===== config.mk =====
export PLATFORM = sky130hd
export DESIGN_NAME = diag_flash_download_sequencer_flat
export DESIGN_NICKNAME = d
export VERILOG_FILES = /design/src/hw/rtl/dfd_pkg.sv /design/src/hw/rtl/dfd_req_if.sv /design/src/hw/rtl/dfd_rsp_if.sv /design/src/hw/rtl/dfd_cfg_if.sv /design/src/hw/rtl/diag_flash_download_sequencer.sv /design/src/flat_wrapper.sv
export VERILOG_INCLUDE_DIRS = /design/src /design/src/hw/rtl
export SDC_FILE = /design/constraint.sdc
export NUM_CORES = 1
export LEC_CHECK = 0
export BUFFER_PORTS_ARGS = -buffer_cell sky130_fd_sc_hd__buf_2
export CORE_MARGIN = 1
export CORE_UTILIZATION = 58
export CTS_BUF_LIST = sky130_fd_sc_hd__clkbuf_4
export CTS_CLUSTER_DIAMETER = 120
export DETAILED_ROUTE_END_ITERATION = 8
export HOLD_SLACK_MARGIN = 0.05
export PLACE_DENSITY = 0.84
export RECOVER_POWER = 100
export SETUP_SLACK_MARGIN = 0.5
export SYNTH_ARGS = -nofsm -noshare
export SYNTH_HDL_FRONTEND = slang
export SYNTH_SLANG_ARGS = --single-unit
export TNS_END_PERCENT = 20

===== constraint.sdc =====
create_clock -name clk_i -period 6.65 [get_ports clk_i]
set_clock_uncertainty 0.1 [all_clocks]
set_input_delay 0.665 -clock clk_i [delete_from_list [all_inputs] [get_ports clk_i]]
set_output_delay 0.665 -clock clk_i [all_outputs]
set_load 0.05 [all_outputs]

===== src/hw/rtl/assert_macros.svh =====
// assertion macros for the rtl files; only the top level includes them
// no dependencies; the users supply clk_i and rst_ni in scope
`ifndef ASSERT_MACROS_SVH
`define ASSERT_MACROS_SVH

// assertion on an explicit clock and active-low reset
`define DFD_ASSERT_CR(lbl, clk, rstn, prop, msg) \
  lbl: assert property (@(posedge clk) disable iff (!(rstn)) (prop)) else $error(msg);

// assertion on the module clock and reset
`define DFD_ASSERT(lbl, prop, msg) \
  `DFD_ASSERT_CR(lbl, clk_i, rst_ni, prop, msg)

`endif


===== src/hw/rtl/dfd_pkg.sv =====
// types, codes and constants of the flash download sequencer
// no dependencies; used by the channel interfaces and the top level
package dfd_pkg;

  localparam int unsigned CFG_IDX_W = 4;
  localparam int unsigned CHUNK_BYTES = 5;

  localparam logic [CFG_IDX_W-1:0] REG_IMAGE_SIZE = 4'd0;
  localparam logic [CFG_IDX_W-1:0] REG_KEY_MASK   = 4'd1;

  localparam logic [31:0] IMAGE_SIZE_RESET = 32'h0000_0000;
  localparam logic [31:0] KEY_MASK_RESET   = 32'hA5A5_A5A5;

  // request service ids and sub-function bytes
  localparam logic [7:0] SID_SESSION_REQ  = 8'h10;
  localparam logic [7:0] SID_SECURITY_REQ = 8'h27;
  localparam logic [7:0] SID_DOWNLOAD_REQ = 8'h34;
  localparam logic [7:0] SID_TRANSFER_REQ = 8'h36;
  localparam logic [7:0] SID_EXIT_REQ     = 8'h37;
  localparam logic [7:0] SUB_PROG_SESSION = 8'h02;
  localparam logic [7:0] SUB_SEED         = 8'h01;
  localparam logic [7:0] SUB_KEY          = 8'h02;
  localparam logic [7:0] DL_FORMAT        = 8'h00;
  localparam logic [7:0] DL_ADDR_LEN_FMT  = 8'h44;

  // response service ids
  localparam logic [7:0] SID_NEGATIVE     = 8'h7F;
  localparam logic [7:0] SID_SESSION_POS  = 8'h50;
  localparam logic [7:0] SID_SECURITY_POS = 8'h67;
  localparam logic [7:0] SID_DOWNLOAD_POS = 8'h74;
  localparam logic [7:0] SID_TRANSFER_POS = 8'h76;
  localparam logic [7:0] SID_EXIT_POS     = 8'h77;

  localparam logic [3:0] SEED_RSP_LEN = 4'd6;

  typedef enum logic [2:0] {
    CMD_START   = 3'd0,
    CMD_RESP    = 3'd1,
    CMD_TIMEOUT = 3'd2,
    CMD_CHUNK   = 3'd3,
    CMD_RDERR   = 3'd4
  } cmd_e;

  typedef enum logic [2:0] {
    PH_IDLE       = 3'd0,
    PH_SESSION    = 3'd1,
    PH_SEED       = 3'd2,
    PH_KEY        = 3'd3,
    PH_DOWNLOAD   = 3'd4,
    PH_NEED_CHUNK = 3'd5,
    PH_DATA       = 3'd6,
    PH_EXIT       = 3'd7
  } phase_e;

  typedef enum logic [3:0] {
    ST_WAIT    = 4'd0,
    ST_NEED    = 4'd1,
    ST_DONE    = 4'd2,
    ST_NEG     = 4'd3,
    ST_UNEXP   = 4'd4,
    ST_TIMEOUT = 4'd5,
    ST_SHORT   = 4'd6,
    ST_RDERR   = 4'd7,
    ST_BUSY    = 4'd8,
    ST_IGNORED = 4'd9
  } status_e;

  typedef struct packed {
    logic [2:0]  cmd;
    logic [3:0]  rx_len;
    logic [7:0]  rx_sid;
    logic [7:0]  rx_b1;
    logic [7:0]  rx_b2;
    logic [7:0]  rx_b3;
    logic [7:0]  rx_b4;
    logic [7:0]  rx_b5;
    logic [39:0] chunk_data;
  } dfd_req_t;

  typedef struct packed {
    logic        tx_valid;
    logic [2:0]  tx_len;
    logic [55:0] tx_frame;
    status_e     status;
    logic [7:0]  nrc_code;
    logic [31:0] bytes_sent;
  } dfd_rsp_t;

  function automatic logic [7:0] expected_sid(phase_e ph);
    logic [7:0] sid;
    unique case (ph)
      PH_SESSION:      sid = SID_SESSION_POS;
      PH_SEED, PH_KEY: sid = SID_SECURITY_POS;
      PH_DOWNLOAD:     sid = SID_DOWNLOAD_POS;
      PH_DATA:         sid = SID_TRANSFER_POS;
      default:         sid = SID_EXIT_POS;
    endcase
    return sid;
  endfunction

endpackage


===== src/hw/rtl/dfd_req_if.sv =====
// event channel into the sequencer: valid, ready and one event
// depends on dfd_pkg for the payload type
interface dfd_req_if import dfd_pkg::*; ();
  logic     valid;
  logic     ready;
  dfd_req_t data;

  modport source (output valid, output data, input ready);
  modport sink   (input valid, input data, output ready);
endinterface


===== src/hw/rtl/dfd_rsp_if.sv =====
// result channel out of the sequencer: valid, ready and one result
// depends on dfd_pkg for the payload type
interface dfd_rsp_if import dfd_pkg::*; ();
  logic     valid;
  logic     ready;
  dfd_rsp_t data;

  modport source (output valid, output data, input ready);
  modport sink   (input valid, input data, output ready);
endinterface


===== src/hw/rtl/dfd_cfg_if.sv =====
// register write channel: valid, ready, register index and write data
// depends on dfd_pkg for the index width
interface dfd_cfg_if import dfd_pkg::*; ();
  logic                 valid;
  logic                 ready;
  logic [CFG_IDX_W-1:0] index;
  logic [31:0]          data;

  modport source (output valid, output index, output data, input ready);
  modport sink   (input valid, input index, input data, output ready);
endinterface


===== src/hw/rtl/diag_flash_download_sequencer.sv =====
// top level of the diagnostic flash download sequencer
// depends on dfd_pkg, dfd_req_if, dfd_rsp_if, dfd_cfg_if and assert_macros.svh
//
// usage:
//   req_i carries one event per transaction: start, response frame, response
//   timeout, firmware chunk or chunk read error. every event yields exactly one
//   result on rsp_o: an optional request frame to send, a status, the negative
//   response code and the count of acknowledged image bytes.
//   cfg_i writes image_size (index 0) and key_mask (index 1); it is always
//   ready, and writes to other indexes are dropped.
//   the result is registered: the result of an event accepted at an edge is
//   valid after that edge. throughput is one event per cycle unless rsp_o stalls,
//   set by the single decode stage that feeds the result register.
//   when the receiver stalls, the result register holds its transaction and
//   req_i.ready drops until the result is taken; ready returns in the same
//   cycle that rsp_o.ready is high.
//   reset puts the job in idle with byte offset 0 and sequence byte 1,
//   image_size 0 and key_mask a5a5a5a5; the result register comes up empty.
module diag_flash_download_sequencer import dfd_pkg::*; #(
  parameter int unsigned DATA_PER_FRAME = 5
) (
  input  logic  clk_i,
  input  logic  rst_ni,
  dfd_req_if.sink   req_i,
  dfd_rsp_if.source rsp_o,
  dfd_cfg_if.sink   cfg_i
);

  `include "assert_macros.svh"

  localparam logic [2:0] DpfLen = 3'(DATA_PER_FRAME);

  phase_e      phase_q, phase_d;
  logic [31:0] byte_offset_q, byte_offset_d;
  logic [7:0]  block_counter_q, block_counter_d;
  logic [2:0]  pending_len_q, pending_len_d;
  logic [31:0] image_size_q;
  logic [31:0] key_mask_q;

  logic        rsp_valid_q;
  dfd_rsp_t    rsp_data_q, rsp_data_d;

  logic        req_accept;
  dfd_req_t    req;
  cmd_e        cmd;
  logic        waiting;
  logic        is_neg;
  logic        is_unexp;
  logic [31:0] off_acked;
  logic [32:0] remain;
  logic        more_data;
  logic [2:0]  pend_next;
  logic [7:0]  blk_next;
  logic [2:0]  chunk_n;
  logic [39:0] chunk_kept;
  logic [31:0] seed_key;

  assign req         = req_i.data;
  assign cmd         = cmd_e'(req.cmd);
  assign req_i.ready = !rsp_valid_q || rsp_o.ready;
  assign req_accept  = req_i.valid && req_i.ready;
  assign cfg_i.ready = 1'b1;

  // decode helpers
  assign waiting  = (phase_q != PH_IDLE) && (phase_q != PH_NEED_CHUNK);
  assign is_neg   = (req.rx_len != 4'd0) && (req.rx_sid == SID_NEGATIVE);
  assign is_unexp = (req.rx_len == 4'd0) || (req.rx_sid != expected_sid(phase_q));

  assign off_acked = (phase_q == PH_DATA) ? byte_offset_q + {29'd0, pending_len_q}
                                          : byte_offset_q;
  assign remain    = {1'b0, image_size_q} - {1'b0, off_acked};
  assign more_data = !remain[32] && (remain[31:0] != 32'd0);
  assign pend_next = ((remain[31:3] != 29'd0) || (remain[2:0] > DpfLen)) ? DpfLen
                                                                          : remain[2:0];
  assign blk_next  = (block_counter_q == 8'hFF) ? 8'h01 : block_counter_q + 8'h01;
  assign seed_key  = {req.rx_b2, req.rx_b3, req.rx_b4, req.rx_b5} ^ key_mask_q;
  assign chunk_n   = (pending_len_q > 3'(CHUNK_BYTES)) ? 3'(CHUNK_BYTES) : pending_len_q;

  always_comb begin
    for (int k = 0; k < CHUNK_BYTES; k++) begin
      chunk_kept[39-8*k -: 8] = (3'(k) < chunk_n) ? req.chunk_data[39-8*k -: 8] : 8'h00;
    end
  end

  // next state
  always_comb begin
    phase_d         = phase_q;
    byte_offset_d   = byte_offset_q;
    block_counter_d = block_counter_q;
    pending_len_d   = pending_len_q;
    unique case (cmd)
      CMD_START: begin
        if (phase_q == PH_IDLE) begin
          byte_offset_d   = 32'd0;
          block_counter_d = 8'h01;
          pending_len_d   = 3'd0;
          phase_d         = PH_SESSION;
        end
      end
      CMD_RESP: begin
        if (waiting) begin
          if (is_neg || is_unexp) begin
            phase_d = PH_IDLE;
          end else begin
            unique case (phase_q)
              PH_SESSION: phase_d = PH_SEED;
              PH_SEED:    phase_d = (req.rx_len < SEED_RSP_LEN) ? PH_IDLE : PH_KEY;
              PH_KEY:     phase_d = PH_DOWNLOAD;
              PH_DOWNLOAD, PH_DATA: begin
                if (phase_q == PH_DATA) begin
                  byte_offset_d   = off_acked;
                  block_counter_d = blk_next;
                end
                if (more_data) begin
                  pending_len_d = pend_next;
                  phase_d       = PH_NEED_CHUNK;
                end else begin
                  phase_d = PH_EXIT;
                end
              end
              default: phase_d = PH_IDLE;
            endcase
          end
        end
      end
      CMD_TIMEOUT: begin
        if (waiting) phase_d = PH_IDLE;
      end
      CMD_CHUNK: begin
        if (phase_q == PH_NEED_CHUNK) phase_d = PH_DATA;
      end
      CMD_RDERR: begin
        if (phase_q == PH_NEED_CHUNK) phase_d = PH_IDLE;
      end
      default: ;
    endcase
  end

  // result of the event
  always_comb begin
    rsp_data_d            = '0;
    rsp_data_d.status     = ST_IGNORED;
    rsp_data_d.bytes_sent = byte_offset_d;
    unique case (cmd)
      CMD_START: begin
        if (phase_q == PH_IDLE) begin
          rsp_data_d.tx_len   = 3'd2;
          rsp_data_d.tx_frame = {SID_SESSION_REQ, SUB_PROG_SESSION, 40'd0};
          rsp_data_d.status   = ST_WAIT;
        end else begin
          rsp_data_d.status = ST_BUSY;
        end
      end
      CMD_RESP: begin
        if (waiting) begin
          if (is_neg) begin
            rsp_data_d.status   = ST_NEG;
            rsp_data_d.nrc_code = req.rx_b2;
          end else if (is_unexp) begin
            rsp_data_d.status = ST_UNEXP;
          end else begin
            unique case (phase_q)
              PH_SESSION: begin
                rsp_data_d.tx_len   = 3'd2;
                rsp_data_d.tx_frame = {SID_SECURITY_REQ, SUB_SEED, 40'd0};
                rsp_data_d.status   = ST_WAIT;
              end
              PH_SEED: begin
                if (req.rx_len < SEED_RSP_LEN) begin
                  rsp_data_d.status = ST_SHORT;
                end else begin
                  rsp_data_d.tx_len   = 3'd6;
                  rsp_data_d.tx_frame = {SID_SECURITY_REQ, SUB_KEY, seed_key, 8'h00};
                  rsp_data_d.status   = ST_WAIT;
                end
              end
              PH_KEY: begin
                rsp_data_d.tx_len   = 3'd7;
                rsp_data_d.tx_frame = {SID_DOWNLOAD_REQ, DL_FORMAT, DL_ADDR_LEN_FMT,
                                       image_size_q};
                rsp_data_d.status   = ST_WAIT;
              end
              PH_DOWNLOAD, PH_DATA: begin
                if (more_data) begin
                  rsp_data_d.status = ST_NEED;
                end else begin
                  rsp_data_d.tx_len   = 3'd1;
                  rsp_data_d.tx_frame = {SID_EXIT_REQ, 48'd0};
                  rsp_data_d.status   = ST_WAIT;
                end
              end
              default: rsp_data_d.status = ST_DONE;
            endcase
          end
        end
      end
      CMD_TIMEOUT: begin
        if (waiting) rsp_data_d.status = ST_TIMEOUT;
      end
      CMD_CHUNK: begin
        if (phase_q == PH_NEED_CHUNK) begin
          rsp_data_d.tx_len   = 3'd2 + chunk_n;
          rsp_data_d.tx_frame = {SID_TRANSFER_REQ, block_counter_q, chunk_kept};
          rsp_data_d.status   = ST_WAIT;
        end
      end
      CMD_RDERR: begin
        if (phase_q == PH_NEED_CHUNK) rsp_data_d.status = ST_RDERR;
      end
      default: ;
    endcase
    rsp_data_d.tx_valid = (rsp_data_d.tx_len != 3'd0);
  end

  always_ff @(posedge clk_i or negedge rst_ni) begin
    if (!rst_ni) begin
      phase_q         <= PH_IDLE;
      byte_offset_q   <= 32'd0;
      block_counter_q <= 8'h01;
      pending_len_q   <= 3'd0;
    end else if (req_accept) begin
      phase_q         <= phase_d;
      byte_offset_q   <= byte_offset_d;
      block_counter_q <= block_counter_d;
      pending_len_q   <= pending_len_d;
    end
  end

  always_ff @(posedge clk_i or negedge rst_ni) begin
    if (!rst_ni) begin
      image_size_q <= IMAGE_SIZE_RESET;
      key_mask_q   <= KEY_MASK_RESET;
    end else if (cfg_i.valid && cfg_i.ready) begin
      if (cfg_i.index == REG_IMAGE_SIZE) image_size_q <= cfg_i.data;
      if (cfg_i.index == REG_KEY_MASK)   key_mask_q   <= cfg_i.data;
    end
  end

  always_ff @(posedge clk_i or negedge rst_ni) begin
    if (!rst_ni) begin
      rsp_valid_q <= 1'b0;
    end else if (req_accept) begin
      rsp_valid_q <= 1'b1;
    end else if (rsp_o.ready) begin
      rsp_valid_q <= 1'b0;
    end
  end

  always_ff @(posedge clk_i) begin
    if (req_accept) rsp_data_q <= rsp_data_d;
  end

  assign rsp_o.valid = rsp_valid_q;
  assign rsp_o.data  = rsp_data_q;

  `DFD_ASSERT(a_tx_valid_len,
    rsp_valid_q |-> (rsp_data_q.tx_valid == (rsp_data_q.tx_len != 3'd0)),
    "tx_valid disagrees with tx_len")
  `DFD_ASSERT(a_frame_only_waiting,
    (rsp_valid_q && rsp_data_q.tx_valid) |-> (rsp_data_q.status == ST_WAIT),
    "request frame sent with a status other than waiting")
  `DFD_ASSERT(a_pending_range,
    (phase_q == PH_NEED_CHUNK) |-> ((pending_len_q != 3'd0) && (pending_len_q <= DpfLen)),
    "chunk wait with a pending length out of range")
  `DFD_ASSERT(a_start_opens_session,
    (req_accept && (cmd == CMD_START) && (phase_q == PH_IDLE))
      |=> ((phase_q == PH_SESSION) && (block_counter_q == 8'h01) && rsp_valid_q),
    "start from idle did not open a session")

endmodule

===== src/flat_wrapper.sv =====
// flat-port wrapper written by rule: the top's interface ports become plain ports
module diag_flash_download_sequencer_flat import dfd_pkg::*;
#(
  parameter int unsigned DATA_PER_FRAME = 5
)
  (clk_i, rst_ni, req_i_valid, req_i_data, req_i_ready, rsp_o_valid, rsp_o_data, rsp_o_ready, cfg_i_valid, cfg_i_index, cfg_i_data, cfg_i_ready);
  dfd_req_if req_i_i ();
  dfd_rsp_if rsp_o_i ();
  dfd_cfg_if cfg_i_i ();
  input  logic clk_i;
  input  logic rst_ni;
  input wire logic [$bits(req_i_i.valid)-1:0] req_i_valid;
  input wire logic [$bits(req_i_i.data)-1:0] req_i_data;
  output wire logic [$bits(req_i_i.ready)-1:0] req_i_ready;
  output wire logic [$bits(rsp_o_i.valid)-1:0] rsp_o_valid;
  output wire logic [$bits(rsp_o_i.data)-1:0] rsp_o_data;
  input wire logic [$bits(rsp_o_i.ready)-1:0] rsp_o_ready;
  input wire logic [$bits(cfg_i_i.valid)-1:0] cfg_i_valid;
  input wire logic [$bits(cfg_i_i.index)-1:0] cfg_i_index;
  input wire logic [$bits(cfg_i_i.data)-1:0] cfg_i_data;
  output wire logic [$bits(cfg_i_i.ready)-1:0] cfg_i_ready;
  assign req_i_i.valid = req_i_valid;
  assign req_i_i.data = req_i_data;
  assign req_i_ready = req_i_i.ready;
  assign rsp_o_valid = rsp_o_i.valid;
  assign rsp_o_data = rsp_o_i.data;
  assign rsp_o_i.ready = rsp_o_ready;
  assign cfg_i_i.valid = cfg_i_valid;
  assign cfg_i_i.index = cfg_i_index;
  assign cfg_i_i.data = cfg_i_data;
  assign cfg_i_ready = cfg_i_i.ready;
  diag_flash_download_sequencer #(.DATA_PER_FRAME(DATA_PER_FRAME)) u_core (.clk_i(clk_i), .rst_ni(rst_ni), .req_i(req_i_i), .rsp_o(rsp_o_i), .cfg_i(cfg_i_i));
endmodule

==> results.sh, run 1 <==
export IMPL_synthesis_instances=1178
export IMPL_ys_seq_area_share_pct=48.0
export IMPL_place_area_um2=13500
export IMPL_final_cell_area_um2=14200
export IMPL_htreeDepth=2
export IMPL_grt_util_met1_pct=40.1
export IMPL_drv_cap=5
export IMPL_fp_coreArea_um2=20400
export IMPL_worst_ir_drop_vdd_mv=0.185
export IMPL_drive_gt1_share_pct=24.8
export IMPL_synth_ff_type="edfxtp_1"
export IMPL_path_clk_slew_ps=60
export IMPL_slowest_delay_ps=530
export IMPL_report_final_setup_viol=0
export IMPL_synth_edf_count=100
export IMPL_tightest_slew_ps=3360
export IMPL_grtUsageMet3_pct=5.41
export IMPL_synth_compound_area_share_pct=16.0
export IMPL_clockRootBuffer="clkbuf_4"
export IMPL_end_kind="flop"
export IMPL_grt_first_pass_wirelength_um=53700
export IMPL_vias=10400
export IMPL_postSynthAreaPerCell_um2=10.3
export IMPL_grt_max_degree=79
export IMPL_ys_top_cells_by_area="edfxtp_1, dfrtp_1, mux2_2"
export IMPL_gr_usage_all_layers_pct=32.0
export IMPL_maxSlewViolCount=261
export IMPL_muxShareOfSynthArea_pct=8.26
export IMPL_drt_initial_drc_count=774
export IMPL_max_freq_mhz=170
export IMPL_critPathLaunchType="flop"
export IMPL_critical_path_cell_chain="ha_1 > fa_1 > a21oi_1 > or3_1 > nor2_1 > nand2_1 > xor2_1 > ha_1 > a21oi_2 > o21ai_0 > a2111oi_0 > nand3b_1 > nor4_1 > nand3_1 > nor4_1 > nand4_1 > nor4_1 > buf_4 > a21oi_2 > o31ai_1"
export IMPL_timing_slew_headroom_pct=-125
export IMPL_hold_ws_ps=96.8
export IMPL_synthAdderAreaFrac_pct=4.05
export IMPL_post_route_period_util_pct=88.5
export IMPL_finalHoldViolCount=0
export IMPL_synth_simple_area_share_pct=15.4
export IMPL_grt_use_met2_pct=54.5
export IMPL_crit_top_cell="nor4_1"
export IMPL_synthArstFlopShare_pct=52.6
export IMPL_setup_tns_ps=0
export IMPL_power_density_nw_per_um2=288
export IMPL_grt_busiest_layer="met2"
export IMPL_cts_tree="built"
export IMPL_ant_nets=0
export IMPL_drt_pass1_iterations=5
export IMPL_port_buffers=230
export IMPL_min_delay_path_class="input port to flop"
export IMPL_ys_ff_latch=211
export IMPL_violations="capacitance limit, slew limit"
export IMPL_cts_made_buffers=56
export IMPL_grt_ovfl_total=0
export IMPL_cts_buffer_depth=3
export IMPL_place_congestion=0.931
export IMPL_area_growth_pct=17.1
export IMPL_fillers=1639
export IMPL_final_common_cell="nand2_1"
export IMPL_ioPinCount=243
export IMPL_cp_max_fo=7
export IMPL_postRouteWirelength_um=33800
export IMPL_final_cell_mix="nand2_1, buf_2, o21ai_0, clkbuf_1, edfxtp_1"
export IMPL_leakage_nw=5.68
export IMPL_yosysWarnings=0
export IMPL_initial_core_util_pct=59.4
export IMPL_status="complete, but fails checks"
export IMPL_hpwl_um=24900
export IMPL_vias_per_cell=5.91
export IMPL_die_h_um=146
export IMPL_grt_pass1_vias=10200
export IMPL_cts_sinks=211
export IMPL_synth_area_leader_cell="edfxtp_1"
export IMPL_synth_top_area_share_pct=24.8
export IMPL_wire_per_inst_um=19.2
export IMPL_crit_arrival_ps=6280
export IMPL_insertion_delay_ps=670
export IMPL_min_period_ps=5880
export IMPL_die_w_um=146
export IMPL_slowest_stage="a2111oi_0"
export IMPL_num_rows=52
export IMPL_synthDistinctLibCells=81
export IMPL_nets=1615
export IMPL_crit_buf_inv=1
export IMPL_rsz0062_at_grt="yes"
export IMPL_required_ps=7050
export IMPL_critPathKind="flop to flop"
export IMPL_die_area_um2=21400
export IMPL_synth_xor_area_share_pct=5.72
export IMPL_netlist_area_um2=12100
export IMPL_cp_top_family="simple AND/OR/NAND/NOR gates"
export IMPL_drc=0
export IMPL_synth_top_family_by_area="compound AO/OA/AOI/OAI gates"
export IMPL_antenna_found_initial=2
==> through the flow <==
step / util [%] / setup WS [ps] / instances / power (mW)
3_5_place_dp: 66.5 / 685 / 1651 / 2.92
5_1_grt: 69.6 / 277 / 1760 / 4.31
4_1_cts: 70.2 / 654 / 1757 / 4.09
6_report: 69.6 / 767 / 1760 / 4.09
3_3_place_gp: 66.5 / 840 / 1651 / 2.89
2_1_floorplan: - / 1060 / 1180 / 2.56
==> sequential cells by signal, summed over array words and instances, names as in the netlist <==
signal                  cells
u_core.rsp_o.data         100
u_core.byte_offset_q       32
u_core.rsp_o.valid          1
u_core.block_counter_q      8
u_core.phase_q              3
u_core.key_mask_q          32
u_core.image_size_q        32
u_core.pending_len_q        3
==> Yosys cell counts (all sizes together) (16+ instances only) <==
cell / n
xor2: 35
nand3: 32
nand2: 136
inv: 16
edfxtp: 100
dfstp: 17
buf: 24
nor3: 27
and2: 22
mux2: 87
a22oi: 21
xnor2: 44
ha: 36
a21oi: 64
nor2: 77
o21ai: 122
clkbuf: 29
dfrtp: 94
==> cells by family (layout without fill, tap and decap cells) <==
| kind of cell | Yosys count | in the layout |
|---|---|---|
| AND/OR/NAND/NOR | 382 | 382 |
| AO/OA/AOI/OAI | 308 | 308 |
| flip-flops | 211 | 211 |
| multiplexers | 89 | 89 |
| XOR/XNOR | 79 | 79 |
| buffers and inverters | 69 | 377 |
| adder cells (fa/ha/maj) | 38 | 38 |
| other | 2 | 6 |
==> path summary, 6_finish.rpt <==
check                      slack [ps]                 startpoint                        end  cells after the start
max                               770    u_core.pending_len_q[0]      u_core.rsp_o.data[94]                     20
min                               100                req_i_valid         u_core.rsp_o.valid                      2
max reg2reg                       770    u_core.pending_len_q[0]      u_core.rsp_o.data[94]                     20
min reg2reg                       420  u_core.block_counter_q[2]  u_core.block_counter_q[2]                      1
max in group asynchronous        2280                     rst_ni    u_core.pending_len_q[1]                      3
min in group asynchronous        1300                     rst_ni       u_core.key_mask_q[4]                      2
==> power breakdown <==
group	total, mW	switching [mW]	internal, mW
Sequential	1.65	0.120	1.53
Clock	1.17	0.555	0.620
Combinational	1.27	0.792	0.474
Total	4.09	1.47	2.62
==> repair_timing <==
item / in CTS / in global routing
hold buffers: 1 / 0
resized for setup: 0 / 11
endpoints found under the setup margin: 0 / 11
endpoints found under the hold margin: 44 / 0
buffers inserted: 0 / 1
==> layer usage <==
layer,wire length (µm),vias up
met5,0,-
met4,1250,0
met3,2190,83
met2,17000,463
met1,13400,4933
li1,-,4916
==> area by class of cell <==
class                      instances  area, µm²  area share (%)
multi-input combinational        900       6030            42.5
sequential                       211       5800            41.0
timing repair buffer             256       1190            8.41
clock buffer                      84        631            4.45
tap                              270        338            2.38
clock inverter                    21        115           0.812
inverter                          16       61.3           0.433
antenna                            2       5.00          0.0353
Note: power is estimated with default switching activity, not from simulation.
==> inputs of run 2 (changes only) <==
--- a/config.mk
+++ b/config.mk
@@ -6,6 +6,7 @@
 export SDC_FILE = /design/constraint.sdc
 export NUM_CORES = 1
 export LEC_CHECK = 0
+export ABC_AREA = 1
 export BUFFER_PORTS_ARGS = -buffer_cell sky130_fd_sc_hd__buf_2
 export CORE_MARGIN = 1
 export CORE_UTILIZATION = 58
@@ -13,7 +14,7 @@
 export CTS_CLUSTER_DIAMETER = 120
 export DETAILED_ROUTE_END_ITERATION = 8
 export HOLD_SLACK_MARGIN = 0.05
-export PLACE_DENSITY = 0.84
+export PLACE_DENSITY = 0.83
 export RECOVER_POWER = 100
 export SETUP_SLACK_MARGIN = 0.5
 export SYNTH_ARGS = -nofsm -noshare
==> run 2 against run 1 <==
  * The flow still finishes with violations (capacitance limit, slew limit)
  * Largest cell class unchanged
  * Core utilization down 1.1 points
  * Power increased by 20%
  * Final cell count rose by 32%
  * Synthesized cell count rose by 48%
  * Setup slack improved by 390 ps
  * Critical path depth grew 4
  * Via count up 22%
  * Design area rose by 6.7%
  * Non-clock buffer count decreased by 17
  * Register-to-register slack gained 390 ps
  * Maximum frequency rose by 7.1%
  * Clock power barely moved
==> results.sh, run 2 <==
export IMPL_status="complete, but fails checks"
export IMPL_violations="capacitance limit, slew limit"
export IMPL_critical_path_cell_chain="ha_1 > fa_1 > nand2_1 > a21oi_1 > nand4_1 > nor3_1 > inv_1 > nor3_1 > xor2_1 > inv_1 > ha_1 > nand2_1 > nor4_1 > nand2_1 > nand3_1 > nand2_1 > nor2_1 > nand3_1 > nor2_1 > nand2_1 > nand2_1 > nor2_1 > o21ai_0 > nand3_1"
export IMPL_nets=2173
export IMPL_rsz0062_at_grt="no"
export IMPL_synth_area_leader_cell="edfxtp_1"
export IMPL_place_congestion=0.940
export IMPL_synth_top_area_share_pct=22.7
export IMPL_ys_top_cells_by_area="edfxtp_1, dfrtp_1, nand2_1"
export IMPL_final_cell_area_um2=15100
export IMPL_cts_tree="built"
export IMPL_place_area_um2=14600
export IMPL_yosysWarnings=0
export IMPL_finalPower_mw=4.89
export IMPL_die_h_um=153
export IMPL_area_growth_pct=14.3
export IMPL_wire_per_inst_um=16.5
export IMPL_cts_buffer_depth=3
export IMPL_postRouteWirelength_um=38300
export IMPL_gr_usage_all_layers_pct=32.9
export IMPL_critPathKind="flop to flop"
export IMPL_final_common_cell="nand2_1"
export IMPL_port_buffers=230
export IMPL_tightest_slew_ps=3110
export IMPL_htreeDepth=2
export IMPL_min_period_ps=5490
export IMPL_cts_made_buffers=55
export IMPL_finalHoldViolCount=0
export IMPL_post_route_period_util_pct=82.6
export IMPL_slowest_delay_ps=630
export IMPL_critPathLaunchType="flop"
export IMPL_initial_core_util_pct=59.9
export IMPL_final_cell_mix="nand2_1, inv_1, o21ai_0, buf_2, nor2_1"
export IMPL_ioPinCount=243
export IMPL_antenna_found_initial=3
export IMPL_min_delay_path_class="input port to flop"
export IMPL_ys_seq_area_share_pct=43.8
export IMPL_power_density_nw_per_um2=323
export IMPL_report_final_setup_viol=0
export IMPL_clockRootBuffer="clkbuf_4"
export IMPL_max_freq_mhz=182
export IMPL_ant_nets=0
export IMPL_slowest_stage="nor3_1"
export IMPL_synthesis_instances=1746
export IMPL_maxSlewViolCount=427
export IMPL_fp_coreArea_um2=22100
export IMPL_required_ps=6980
export IMPL_drive_gt1_share_pct=12.7
export IMPL_end_kind="flop"
export IMPL_cp_top_family="simple AND/OR/NAND/NOR gates"
export IMPL_crit_top_cell="nand2_1"
export IMPL_die_w_um=153
export IMPL_postSynthAreaPerCell_um2=7.58
export IMPL_synthArstFlopShare_pct=52.6
export IMPL_largest_reg_flops=100
export IMPL_num_rows=54
export IMPL_grt_pass1_vias=12200
export IMPL_drt_initial_drc_count=973
export IMPL_insertion_delay_ps=690
export IMPL_drv_cap=7
export IMPL_crit_arrival_ps=5820
export IMPL_hold_ws_ps=119
export IMPL_path_clk_slew_ps=70
export IMPL_netlist_area_um2=13200
export IMPL_synthDistinctLibCells=50
export IMPL_multiInputGateArea_um2=6100
export IMPL_vias_per_cell=5.43
export IMPL_grt_max_degree=82
export IMPL_die_area_um2=23400
export IMPL_synth_edf_count=100
export IMPL_fillers=1953
export IMPL_vias=12600
export IMPL_drc=0
export IMPL_synth_ff_type="edfxtp_1"
export IMPL_drt_pass1_iterations=5
export IMPL_worst_ir_drop_vdd_mv=0.181
export IMPL_timing_slew_headroom_pct=-107
export IMPL_setup_tns_ps=0
export IMPL_cts_sinks=211
export IMPL_grt_ovfl_total=0
export IMPL_crit_buf_inv=2
export IMPL_leakage_nw=7.39
export IMPL_register_area_um2=5800
export IMPL_post_synth_top_count_cell="nand2_1"
export IMPL_cp_max_fo=5
export IMPL_yosys_top_cells_count="nand2_1, inv_1, o21ai_0"
export IMPL_ys_ff_latch=211
export IMPL_cts_repair_resized=0
export IMPL_hpwl_um=28900
export IMPL_grt_first_pass_wirelength_um=60800
[run 2: cell count changes after synthesis, moves of 16 or more]
cell / previous run / this run
o21ai_0: 118 / 150
nand2_1: 135 / 519
mux2_2: 87 / 0
and2_1: 22 / 3
nor2_1: 77 / 119
xnor2_1: 44 / 17
a21oi_1: 61 / 45
inv_1: 16 / 282
nand3_1: 32 / 96
xor2_1: 35 / 54
[run 2: power breakdown]
| group | switching [mW] | total [mW] | leakage, nW | internal, mW |
|---|---|---|---|---|
| logic | 1.38 | 1.99 | 4.58 | 0.607 |
| clock network | 0.564 | 1.14 | 0.426 | 0.572 |
| registers | 0.176 | 1.77 | 2.39 | 1.59 |
[run 2: area by class of cell]
class                           instances  area share [%]
Clock inverter                         22           0.678
Timing Repair Buffer                  239            7.05
Inverter                              288            7.16
Multi-Input combinational cell       1204            40.3
Clock buffer                           82            4.07
Antenna cell                            3          0.0496
Tap cell                              280            2.32
Sequential cell                       211            38.4
[run 2: metrics by stage]
step | util (%) | setup slack (ps) | std cells
floorplan | - | 1350 | 1748
global placement | 66.1 | 1730 | 2221
detailed placement | 66.1 | 1620 | 2221
CTS | 69.4 | 1600 | 2326
global route | 68.5 | 616 | 2329
finish | 68.5 | 1160 | 2329
[run 2: logic make-up (layout without fill, tap and decap cells)]
kind of cell | count (synthesis) | after routing | synth area share, %
and+or+nand+nor | 825 | 825 | 26.6
adders and majority gates | 38 | 38 | 3.71
xor gates and xnor gates | 71 | 71 | 4.70
other | 2 | 7 | 0.0567
DFF | 211 | 211 | 43.8
buffers and inverters | 333 | 631 | 9.72
AOI/OAI and AO/OA | 266 | 266 | 11.4
[run 2: final timing paths]
| path | from | slack [ps] | end | cells past startpoint |
|---|---|---|---|---|
| worst min-delay path | cfg_i_data[2] | 120 | u_core.key_mask_q[2] | 3 |
| worst max-delay path | u_core.pending_len_q[0] | 1160 | u_core.rsp_o.data[40] | 24 |
| max in group asynchronous | rst_ni | 2240 | u_core.pending_len_q[1] | 3 |
| worst min register to register | u_core.key_mask_q[29] | 400 | u_core.key_mask_q[29] | 2 |
| min in group asynchronous | rst_ni | 1450 | u_core.image_size_q[26] | 2 |
| worst max register to register | u_core.pending_len_q[0] | 1160 | u_core.rsp_o.data[40] | 24 |
[run 2: repair_timing]
item,in CTS,in global routing
hold buffers,1,0
buffers inserted,0,0
endpoints found under the hold margin,40,0
[run 2: worst reg2reg max path: stages (launching register included)]
cell and delay, ps:
dfrtp_1 430, ha_1 220, fa_1 200, nand2_1 80
a21oi_1 170, nand4_1 210, nor3_1 630, inv_1 200
nor3_1 310, xor2_1 240, inv_1 120, ha_1 400
nand2_1 160, nor4_1 490, nand2_1 140, nand3_1 90
nand2_1 60, nor2_1 100, nand3_1 80, nor2_1 300
nand2_1 90, nand2_1 150, nor2_1 60, o21ai_0 140
nand3_1 80
[run 2: metal layers]
| metal | routed length [µm] | global-route usage (%) |
|---|---|---|
| met3 | 2860 | 6.04 |
| met4 | 1370 | 14.1 |
| met2 | 18200 | 55.8 |
| met5 | 0 | 0 |
| met1 | 15900 | 41.3 |
==> inputs of run 3 (changes only) <==
--- a/config.mk
+++ b/config.mk
@@ -6,15 +6,15 @@
 export SDC_FILE = /design/constraint.sdc
 export NUM_CORES = 1
 export LEC_CHECK = 0
-export ABC_AREA = 1
+export ABC_AREA = 0
 export BUFFER_PORTS_ARGS = -buffer_cell sky130_fd_sc_hd__buf_2
 export CORE_MARGIN = 1
-export CORE_UTILIZATION = 58
+export CORE_UTILIZATION = 52
 export CTS_BUF_LIST = sky130_fd_sc_hd__clkbuf_4
 export CTS_CLUSTER_DIAMETER = 120
 export DETAILED_ROUTE_END_ITERATION = 8
 export HOLD_SLACK_MARGIN = 0.05
-export PLACE_DENSITY = 0.83
+export PLACE_DENSITY = 0.79
 export RECOVER_POWER = 100
 export SETUP_SLACK_MARGIN = 0.5
 export SYNTH_ARGS = -nofsm -noshare
==> constraint.sdc (replaced) <==
create_clock -name clk_i -period 5 [get_ports clk_i]
set_clock_uncertainty 0.1 [all_clocks]
set_input_delay 0.5 -clock clk_i [delete_from_list [all_inputs] [get_ports clk_i]]
set_output_delay 0.5 -clock clk_i [all_outputs]
set_load 0.05 [all_outputs]
==> run 3 against run 2 <==
  * The flow finishes with violations (capacitance limit, slew limit, setup timing)
  * Clock power up 53%
  * Via count is 6.2% lower
  * Largest power group unchanged
  * Critical endpoint is now u_core.pending_len_q[2]
  * Setup slack worse by 1300 ps
  * Critical path type unchanged
  * Die area is 1.9% higher
  * Highest routed layer unchanged
  * Hold slack worse by 28 ps
  * Non-clock buffer count up 265
  * Largest cell class unchanged
==> results.sh, run 3 (synthesis results as in run 1) <==
export IMPL_status="complete, but fails checks"
export IMPL_violations="capacitance limit, slew limit, setup timing"
export IMPL_worst_ir_drop_vdd_mv=0.231
export IMPL_die_h_um=155
export IMPL_finalHoldViolCount=0
export IMPL_path_clk_slew_ps=70
export IMPL_worstReg2RegEnd="u_core.pending_len_q[2]"
export IMPL_critPathLaunchType="flop"
export IMPL_wire_per_inst_um=20.0
export IMPL_min_period_ps=5130
export IMPL_fin_util_pct=74.1
export IMPL_power_density_nw_per_um2=369
export IMPL_gr_usage_all_layers_pct=33.5
export IMPL_max_freq_mhz=195
export IMPL_setup_ws_ps=-129
export IMPL_post_route_period_util_pct=103
export IMPL_drt_pass1_iterations=5
export IMPL_drive_gt1_share_pct=34.3
export IMPL_multiInputGateArea_um2=6510
export IMPL_port_buffers=230
export IMPL_layout_cells_non_filler=2027
export IMPL_slowest_delay_ps=490
export IMPL_critical_path_cell_chain="ha_1 > a21o_1 > a21oi_2 > nor3_2 > nand2b_1 > nor4_4 > and3_4 > buf_6 > nand3_2 > xor2_1 > buf_4 > ha_4 > nand4_1 > buf_4 > nor4_4 > nand2_1 > nand3_1 > a21oi_2 > o2bb2ai_1 > or4_4 > or3_1 > nor3_2 > nand2_1 > a22o_1"
export IMPL_final_common_cell="buf_4"
export IMPL_crit_arrival_ps=5580
export IMPL_rr_worst_depth=24
export IMPL_critPathKind="flop to flop"
export IMPL_cts_tree="built"
export IMPL_clockRootBuffer="clkbuf_4"
export IMPL_end_kind="flop"
export IMPL_hpwl_um=26900
export IMPL_num_rows=55
export IMPL_initial_core_util_pct=53.3
export IMPL_fillers=1621
export IMPL_report_final_setup_viol=10
export IMPL_largest_reg_flops=100
export IMPL_area_growth_pct=39.1
export IMPL_cts_made_buffers=56
export IMPL_drt_initial_drc_count=801
export IMPL_crit_start="u_core.pending_len_q[1]"
export IMPL_cts_sinks=211
export IMPL_grt_max_degree=60
export IMPL_grt_pass1_vias=11900
export IMPL_vias_per_cell=5.85
export IMPL_postRouteWirelength_um=40500
export IMPL_cp_max_fo=6
export IMPL_setup_tns_ps=-928
export IMPL_dp_cells=1818
export IMPL_hold_ws_ps=90.6
export IMPL_die_area_um2=23900
export IMPL_finalPower_mw=6.21
export IMPL_cts_buffer_depth=3
export IMPL_place_congestion=0.918
export IMPL_min_delay_path_class="input port to flop"
export IMPL_required_ps=5450
export IMPL_register_area_um2=5800
export IMPL_ioPinCount=243
export IMPL_r2r_slack_ps=-130
export IMPL_drv_cap=5
export IMPL_timing_slew_headroom_pct=-101
export IMPL_die_w_um=155
export IMPL_grt_first_pass_wirelength_um=62000
export IMPL_leakage_nw=6.93
export IMPL_htreeDepth=2
export IMPL_grt_ovfl_total=0
export IMPL_vias=11900
export IMPL_tightest_slew_ps=3020
export IMPL_ant_nets=0
export IMPL_maxSlewViolCount=242
export IMPL_slowest_stage="or4_4"
export IMPL_nets=1863
export IMPL_crit_end="u_core.pending_len_q[2]"
export IMPL_insertion_delay_ps=690
export IMPL_antenna_found_initial=5
export IMPL_rsz0062_at_grt="yes"
export IMPL_final_cell_mix="buf_4, nand2_1, buf_2, o21ai_0, clkbuf_1"
export IMPL_drc=0
export IMPL_fp_coreArea_um2=22700
export IMPL_rr_startpoint="u_core.pending_len_q[1]"
[run 3: repair_timing]
| action | 4_1_cts | 5_1_grt |
|---|---|---|
| pin swaps | 45 | 9 |
| hold endpoints to repair | 159 | 0 |
| setup endpoints to repair | 11 | 12 |
| cloned | 0 | 0 |
| hold buffers | 84 | 0 |
| resized for setup | 70 | 14 |
| buffers inserted | 12 | 2 |
[run 3: critical path, delay by kind of cell (launching register included)]
family                     cells  cell delay (ps)
AOI/OAI and AO/OA              5              590
xor gates and xnor gates       1              170
adders and majority gates      2              590
buffers and inverters          3              480
DFF                            1              400
and+or+nand+nor               13             2710
[run 3: report_power, final]
part	internal, mW	switching [mW]
Combinational	1.01	1.24
Sequential	2.03	0.184
Clock	0.969	0.773
Total	4.01	2.20
[run 3: cell type report]
class                           count  share of cell area [%]
Clock buffer                       90                    4.01
Multi-Input combinational cell    900                    38.7
Tap cell                          285                    2.12
Clock inverter                     15                   0.803
Timing Repair Buffer              504                    19.4
Sequential cell                   211                    34.5
Inverter                           16                   0.364
Antenna cell                        6                  0.0892
[run 3: worst min-delay path by stage]
stage,start,to,cells past startpoint,slack (ps)
2_1_floorplan,rst_ni,u_core.block_counter_q[1],0,100
3_3_place_gp,u_core.block_counter_q[2],u_core.block_counter_q[2],1,400
3_5_place_dp,u_core.block_counter_q[2],u_core.block_counter_q[2],1,410
4_1_cts,req_i_data[48],u_core.rsp_o.data[60],3,60
5_1_grt,req_i_data[46],u_core.rsp_o.data[58],3,80
6_report,req_i_data[48],u_core.rsp_o.data[60],3,90
[run 3: per-stage QoR]
stage                     worst slack, ps  instance area, µm²
after global placement               -217               14800
final                                -129               16800
after floorplan                     -46.0               12200
after CTS                           -11.6               16900
after global routing                 -293               16800
after detailed placement             -328               14800
[run 3: routing by layer]
layer  up-vias  GRT usage [%]  wire [µm]
li1       5402              -          -
met1      5638           39.0      15200
met2       644           57.8      20000
met3       170           5.38       2930
met4         0           21.1       2350
met5         -              0          0
